File: src/rtl/enrs_ram.sv
// generic single-port-write, single-read ram with registered read data
// no dependencies
`timescale 1ns / 1ps
module enrs_ram #(
    parameter int Width = 8,
    parameter int Depth = 16
) (
    input  logic                     aclk,
    input  logic                     we,
    input  logic [$clog2(Depth)-1:0] waddr,
    input  logic [Width-1:0]         wdata,
    input  logic [$clog2(Depth)-1:0] raddr,
    output logic [Width-1:0]         rdata
);
    logic [Width-1:0] mem [Depth];

    always_ff @(posedge aclk) begin
        if (we) begin
            mem[waddr] <= wdata;
        end
        rdata <= mem[raddr];
    end
endmodule

File: config.mk
export PLATFORM = sky130hd
export DESIGN_NAME = enrs_ram
export DESIGN_NICKNAME = d
export VERILOG_FILES = /design/src/rtl/enrs_ram.sv
export SDC_FILE = /design/constraint.sdc
export NUM_CORES = 1
export LEC_CHECK = 0
export ABC_CLOCK_PERIOD_IN_PS = 4300
export BUFFER_PORTS_ARGS = -buffer_cell sky130_fd_sc_hd__buf_2
export CORE_AREA = 2 2 105 107
export CTS_BUF_LIST = sky130_fd_sc_hd__clkbuf_4
export DETAILED_ROUTE_END_ITERATION = 7
export DIE_AREA = 0 0 107 109
export PLACE_DENSITY_LB_ADDON = 0.2
export REMOVE_ABC_BUFFERS = 1
export SETUP_SLACK_MARGIN = 0.3
export SLEW_MARGIN = 10
export SYNTH_ARGS = -nofsm -noshare
export SYNTH_HDL_FRONTEND = slang
export SYNTH_SLANG_ARGS = --single-unit
File: constraint.sdc
create_clock -name aclk -period 4.3 [get_ports aclk]
set_input_delay 0.86 -clock aclk [delete_from_list [all_inputs] [get_ports aclk]]
set_output_delay 0.86 -clock aclk [all_outputs]
set_load 0.005 [all_outputs]
==> impl_results.md <==
* Status: finished clean
* Clock share of power at 40.5%
* Vias in the first global route at 2388
* Post-DP HPWL at 5.90 mm
* Root Buffer: clkbuf_4
* Synth cell types at 19
* Post-synthesis sequential area ratio at 77.8%
* Synthesized area at 5150 sq um
* I/O Buffers at 25
* Post-cts sizing count at 0
* Hold violation count in the final report at 0
* Yosys reg bits at 136
* Period utilisation layout at 47.9%
* Core Area at 10600 sq um
* Synth top area cells: edfxtp_1 75%, mux4_2 7.9%, mux4_1 7.1%
* Die height at 109 um
* Initial core utilization at 48.5%
* Final setup violation count at 0
* Syn Area/Cell at 22.5 sq um
* Synth area leader: edfxtp_1
* Global routing's busiest layer: met2
* HP Start: mem[13][5]
* CTS Buffer Depth at 2
* VDD IR max at 0.180 mV
* Final Instance Count excl. Fillers at 421
* Switch Pwr at 528 uW
* Synth Instances at 229
* CP Max Fanout at 32
* Worst path bufs/invs at 2
* Final Instance Area at 5800 sq um
* Initial antenna violation count at 0
* Gp weighted congestion at 0.730
* Hold Path Class: flop to flop
* R2R Path Start: mem[2][1]
* Hold_buf cts at 0
* Ports at 26
* Total CTS buffers at 17
* Startpoint class of the critical path: primary input
* Count leader, synth: edfxtp_1
* First-pass GRT wire length at 14.3 mm
* Total placed cells including tap cells at 389
* Slew HR at 33.8%
* GR Util met3 at 4.78%
* CP required at 4.69 ns
* Most frequent cells after synthesis: 128 x edfxtp_1, 18 x mux4_2, 16 x a22oi_1
* Crit. Startpoint: raddr[0]
* Number of iterations in the first detailed-routing pass at 4
* Nets at 286
* WHS at 0.688 ns
* Share of cells above drive strength 1 at 28.6%
* Tmin final at 2.06 ns
* Antenna Nets Post-Route at 0
* Crit. End Element: flop
* Worst-path cell chain: buf_2 -> buf_4 -> mux4_1 -> a22oi_1 -> nand2_1
* Htree depth at 4
* Number of synthesis warnings at 0
* Post-DR wirelength/cell at 22.3 um
* Post-synth EDFFs at 128
* Worst Path Arrival at 2.45 ns
* Synthesis-to-finish area growth at 12.6%
* Std cell rows at 38
* GRT Total Usage at 17.9%
* GRT overflow at 0
* Clk_lat worst skew at 0.50 ns
* DIE AREA at 11700 sq um
* LEAKAGE at 1.92 nW
* Vias at 2358
* Unrepaired setup endpoints after global routing: no
* Initial detailed-routing violation count at 179
* Ys flop type: edfxtp_1
* Post-CTS setup buffers at 0
* Worst path max stage delay at 0.64 ns
* Vias/cell at 5.60
* Final setup TNS at 0 ns
* Pwr Density at 468 nW/um^2
* Logic gate share of total power at 4.7%
* Filler Cells Inserted at 839
* Synth async-reset ratio at 0%
* M2 GR Usage at 28.3%
* CP Class: primary input to flop
* CP delay by family, top: multiplexers
* GRT met1 Usage at 24.3%
* Worst setup margin at 2.24 ns
* Largest net degree at the start of global routing at 33
* Worst slew pin tran at 0.990 ns
* Max Cap Violations at 0
* Clk slew on worst S/H paths at 0.11 ns
* Die X-Extent at 107 um
* Max Slew Vio Count at 0
* Final Skew at 0.0215 ns
* Post-DP Area at 5400 sq um
* Share of the synthesized area in the top cell type at 74.7%
* Critical path's slowest cell: mux4_1
* DRC at 0
* Drt total wl at 9.39 mm
* Sequential Power Share at 54.8%
* Internal power at 2.18 mW
* CTS sink count at 136
* Switching part of the total power at 19.5%
* Pre-CTS setup slack at 1.68 ns
* Max Fclk at 485 MHz
* TritonCTS clock tree: built
-- kinds of logic (layout without fill, tap and decap cells) --
| group | after synthesis | count (layout) | share of synthesized area (%) |
|---|---|---|---|
| other cells | 0 | 1 | 0 |
| buf+inv | 10 | 61 | 1.68 |
| simple gates | 35 | 35 | 3.18 |
| flops | 136 | 136 | 77.8 |
| mux | 32 | 32 | 15.0 |
| compound gates | 16 | 16 | 2.33 |
-- metal layers --
layer  up-vias  part of all wire [%]
li1       1055                     -
met1      1238                    46
met4         0                  0.97
met5         -                     0
met2        57                    49
met3         8                   4.3
-- registers in the layout (all words and copies together), names as in the netlist --
register and count:
mem 128, rdata 8
-- final cells by class --
| type | instances | area, sq um | area share [%] |
|---|---|---|---|
| Sequential cell | 136 | 4000 | 69.1 |
| Multi-Input combinational cell | 83 | 1060 | 18.2 |
| Clock buffer | 19 | 143 | 2.46 |
| Tap cell | 140 | 175 | 3.02 |
| Clock inverter | 12 | 251 | 4.34 |
| Antenna cell | 1 | 2.50 | 0.0432 |
| Timing Repair Buffer | 30 | 163 | 2.81 |
-- tightest hold or removal path, delay by kind of cell (launching register included) --
kind / cells / cell delay [ns]
compound gates: 1 / 0.06
simple gates: 1 / 0.05
mux: 1 / 0.23
flops: 1 / 0.33
-- power by group through the flow --
| stage | Clock [mW] | Combinational [mW] | Sequential [mW] |
|---|---|---|---|
| 6_report | 1.10 | 0.127 | 1.49 |
| 5_1_grt | 1.16 | 0.138 | 1.49 |
| 4_1_cts | 1.12 | 0.129 | 1.49 |
| 3_5_place_dp | 0 | 0.130 | 1.52 |
| 3_3_place_gp | 0 | 0.128 | 1.52 |
| 2_1_floorplan | 0 | 0.0594 | 1.52 |
-- final timing paths --
| check | depth (start not counted) | endpoint | slack [ns] |
|---|---|---|---|
| worst max-delay path | 5 | rdata[5] | 2.24 |
| worst max register to register | 3 | rdata[1] | 2.93 |
| worst min-delay path | 3 | rdata[5] | 0.69 |
| worst min register to register | 3 | rdata[5] | 0.69 |
-- stage by stage --
| step | utilization, % | total power [mW] |
|---|---|---|
| after CTS | 54.6 | 2.74 |
| after floorplan | - | 1.58 |
| final | 54.7 | 2.71 |
| after global routing | 54.6 | 2.79 |
| after global placement | 50.9 | 1.64 |
| after detailed placement | 50.9 | 1.65 |
-- layout by cell type, fill, tap and decap left out, types with 2 or more instances in the layout --
cell type,n
clkbuf_4,19
mux4_2,18
nor2_1,13
clkinv_4,3
nand2b_1,2
clkinvlp_4,2
a22oi_1,16
dfxtp_1,8
mux4_1,14
buf_4,5
buf_2,25
nor3_1,4
nand2_1,9
edfxtp_1,128
bufinv_16,7
nand3b_1,2
(Power assumes the default switching activity.)
