==> src/rtl/enrs_dist.sv <==
// squared distance unit: squares registered, then summed
// no dependencies
`timescale 1ns / 1ps
module enrs_dist (
    input  logic                aclk,
    input  logic signed [23:0]  ax, ay, az,
    input  logic signed [23:0]  bx, by, bz,
    output logic        [49:0]  sq_dist
);
    logic signed [24:0] dx, dy, dz;
    logic signed [49:0] px, py, pz;
    logic        [49:0] sx_reg, sy_reg, sz_reg;

    always_comb begin
        dx = 25'(ax) - 25'(bx);
        dy = 25'(ay) - 25'(by);
        dz = 25'(az) - 25'(bz);
        px = dx * dx;
        py = dy * dy;
        pz = dz * dz;
    end

    always_ff @(posedge aclk) begin
        sx_reg <= $unsigned(px);
        sy_reg <= $unsigned(py);
        sz_reg <= $unsigned(pz);
    end

    assign sq_dist = sx_reg + sy_reg + sz_reg;
endmodule

==> config.mk <==
export PLATFORM = sky130hd
export DESIGN_NAME = enrs_dist
export DESIGN_NICKNAME = d
export VERILOG_FILES = /design/src/rtl/enrs_dist.sv
export SDC_FILE = /design/constraint.sdc
export NUM_CORES = 2
export LEC_CHECK = 0
export BUFFER_PORTS_ARGS = -buffer_cell sky130_fd_sc_hd__buf_2
export CORE_ASPECT_RATIO = 0.6
export CORE_MARGIN = 2
export CORE_UTILIZATION = 63
export CTS_CLUSTER_SIZE = 24
export DETAILED_ROUTE_END_ITERATION = 10
export GPL_TIMING_DRIVEN = 0
export PLACE_DENSITY_LB_ADDON = 0.05
export SLEW_MARGIN = 20
export SYNTH_ARGS = -nofsm -noshare
export SYNTH_HDL_FRONTEND = slang
export SYNTH_SLANG_ARGS = --single-unit
==> constraint.sdc <==
create_clock -name aclk -period 11 [get_ports aclk]
set_clock_uncertainty 0.2 [all_clocks]
set_input_delay 0.55 -clock aclk [delete_from_list [all_inputs] [get_ports aclk]]
set_output_delay 0.55 -clock aclk [all_outputs]
set_load 0.1 [all_outputs]
==> key figures <==
Run status
  • Status: completed

Clock tree
  • Root buf cell: clkbuf_16
  • CTS tree: done
  • Clock Pin Slew Worst Setup and Hold Paths: 70 ps
  • H-tree depth: 4
  • TritonCTS buffer count: 17
  • CTS Sinks: 147
  • Clk buf depth: 2

STA
  • Final period util: 98.29%
  • Relative slew slack: 16.07%
  • Final hold vios: 0
  • Max Clk Rate: slightly above 90 MHz
  • Max Slew Vio Count: 0
  • Worst slew pin tran: ~1300 ps
  • Final worst path period need: 10810 ps
  • Hold_ws: 691.8 ps
  • Final setup vio count: 0

Final layout
  • Most frequent cells in the layout: inv_1, fa_1, nand2_1
  • Share of cells above drive strength 1: 6.253%
  • Nets: 10210
  • Syn-to-layout area delta: 6.863%
  • Most common cell after layout, fill and taps aside: inv_1

Run
  • Total of max-cap violations: 0

Placed design
  • Detailed Place HPWL: 194800 um
  • Placer's final routability congestion estimate: roughly 1.1
  • Input/output buffers: 194

Floorplan
  • Core ar.: 109600 um2
  • I/O pin cnt: approximately 200
  • Starting Density: 63.60%
  • Chip width: 433.5 um
  • Rows: 94
  • Die ar.: between 100000 and 150000 um2
  • Die Ht: about 260 um

Worst setup path
  • Max incr delay on CP: 960 ps
  • Critical-path maximum fanout: 10
  • Worst setup SP type: input port
  • CP required: 11100 ps
  • Slowest-stage cell, CP: clkbuf_1
  • Most used cell, CP: fa_1
  • Worst setup path category: input port to flip-flop
  • Crit end category: flip-flop
  • Arr. time, crit path: ~11000 ps

Logic synthesis
  • Number of synthesized register bits: about 150
  • Synth warn: 0
  • Yosys cell types: 81
  • Mapped Cells: 7381
  • Post-synth EDFFs: 0
  • Synthesized area: 69720 um2
  • Syn Area/Cell: 9.445 um2
  • Seq/Total Area, Yosys: approximately 4.2%
  • Async set or reset register ratio after synthesis: 0%
  • Ys flop type: dfxtp_1

Global route
  • Vias in the first global route: ~56000
  • Antenna violations before repair: 10
  • Global-route wire length before repair: 344300 um
  • Gr ovfl total: 0
  • Pin count of the biggest net entering global routing: 17
  • Total GRT Usage: 41.72%

Drt
  • Antenna Nets Post-Route: 0
  • Starting DRC count in detailed routing: 5597
  • Total wire length: 225500 um
  • Vias/cell: 5.774
  • Pre-antenna DRT Iters: 9
  • # DRC: 0
  • Total number of vias: 52750
  • Routed len/inst: 24.69 um

Min path
  • Worst Hold Class: input port to flip-flop
-- metrics by stage --
step | instance area, um2 | utilization [%] | cells | setup TNS [ps] | setup slack, ps
after floorplan | 69720 | - | 7383 | 0 | 1204
after global placement | 72560 | 66.19 | 9065 | -63470 | -3516
after detailed placement | 72820 | 66.43 | 9075 | -64290 | -2958
after CTS | 73800 | 67.32 | 9110 | 0 | 16.59
after global routing | 74490 | 67.96 | 9132 | -38.70 | -30.44
final | 74500 | 67.97 | 9136 | 0 | 188.2
-- cell type report --
class                           count  area (um2)
Clock buffer                       17       425.4
Sequential cell                   147        2943
Buffer                            179       799.5
Inverter                         1986        7496
Antenna cell                        4       10.01
Timing Repair Buffer              238        1360
Clock inverter                     15       211.5
Fill cell                        8881       35110
Multi-Input combinational cell   5061       59390
Tap cell                         1488        1862
Timing Repair inverter              1       5.005
-- repair_timing --
| item | 4_1_cts | 5_1_grt |
|---|---|---|
| pin swaps | 6 | 10 |
| gates cloned | 0 | 1 |
| hold buffers | 0 | 0 |
| endpoints found under the hold margin | 0 | 0 |
| setup buffers | 6 | 28 |
| resized for setup | 83 | 159 |
| endpoints found under the setup margin | 51 | 42 |
-- cells by family after synthesis --
family                   count (synthesis)  synth area share [%]
adder cells (fa/ha/maj)               2431                 63.82
other                                    1              0.005379
AND/OR/NAND/NOR                       1617                 9.778
multiplexers                             6               0.09153
buffers and inverters                 2175                 11.74
XOR/XNOR                               281                 3.541
flip-flops                             147                 4.221
AO/OA/AOI/OAI                          723                 6.798
-- critical path, delay by kind of cell --
family | cells | cell delay [ps]
adder cells (fa/ha/maj) | 10 | 4730
AO/OA/AOI/OAI | 11 | 2570
buffers and inverters | 8 | 1550
XOR/XNOR | 2 | 850
AND/OR/NAND/NOR | 4 | 640
-- metal layers --
metal / GRT usage, % / up-vias / wire [um]
met5: 1.721 / - / 363
li1: - / 22360 / -
met4: 8.246 / 20 / 5141
met1: 61.48 / 26470 / 95090
met3: 23.27 / 381 / 40660
met2: 53.40 / 3510 / 84290
-- cells in the mapped netlist, types with 6 or more instances --
master | count | area (um2)
a21o_1 | 124 | 930.9
o31a_1 | 8 | 70.07
a21oi_1 | 194 | 970.9
xnor2_1 | 189 | 1655
a221oi_1 | 6 | 52.55
a41oi_1 | 7 | 61.31
inv_1 | 1964 | 7372
dfxtp_1 | 147 | 2943
ha_1 | 556 | 6957
a2111oi_0 | 8 | 70.07
xor2_1 | 91 | 797.0
clkinv_1 | 13 | 48.80
inv_2 | 8 | 30.03
nand2b_1 | 58 | 362.9
nor3_1 | 44 | 220.2
clkbuf_1 | 160 | 600.6
buf_1 | 16 | 60.06
nor2_1 | 640 | 2402
o211ai_1 | 13 | 97.59
and4_1 | 7 | 61.31
buf_2 | 12 | 60.06
nand4_1 | 24 | 150.1
a31o_2 | 7 | 61.31
a21boi_0 | 16 | 120.1
fa_1 | 1875 | 37540
nand2_1 | 645 | 2421
a211oi_1 | 26 | 195.2
nand3_1 | 61 | 305.3
o21bai_1 | 36 | 270.3
o31ai_1 | 14 | 105.1
nor2b_1 | 40 | 250.2
and3_1 | 29 | 181.4
or2_2 | 7 | 43.79
o21ai_0 | 135 | 675.7
and2_1 | 31 | 193.9
or3_1 | 14 | 87.58
a31oi_1 | 29 | 181.4
o21a_1 | 42 | 315.3
-- worst paths after layout --
kind | start | endpoint | slack (ps) | depth (start not counted)
min | bx[0] | sx_reg[3] | 690 | 4
max | ax[0] | sx_reg[48] | 190 | 35
Power is left out: the tool's default activity adds up to more than one toggle a clock period on the data nets, which glitch-free logic cannot reach.
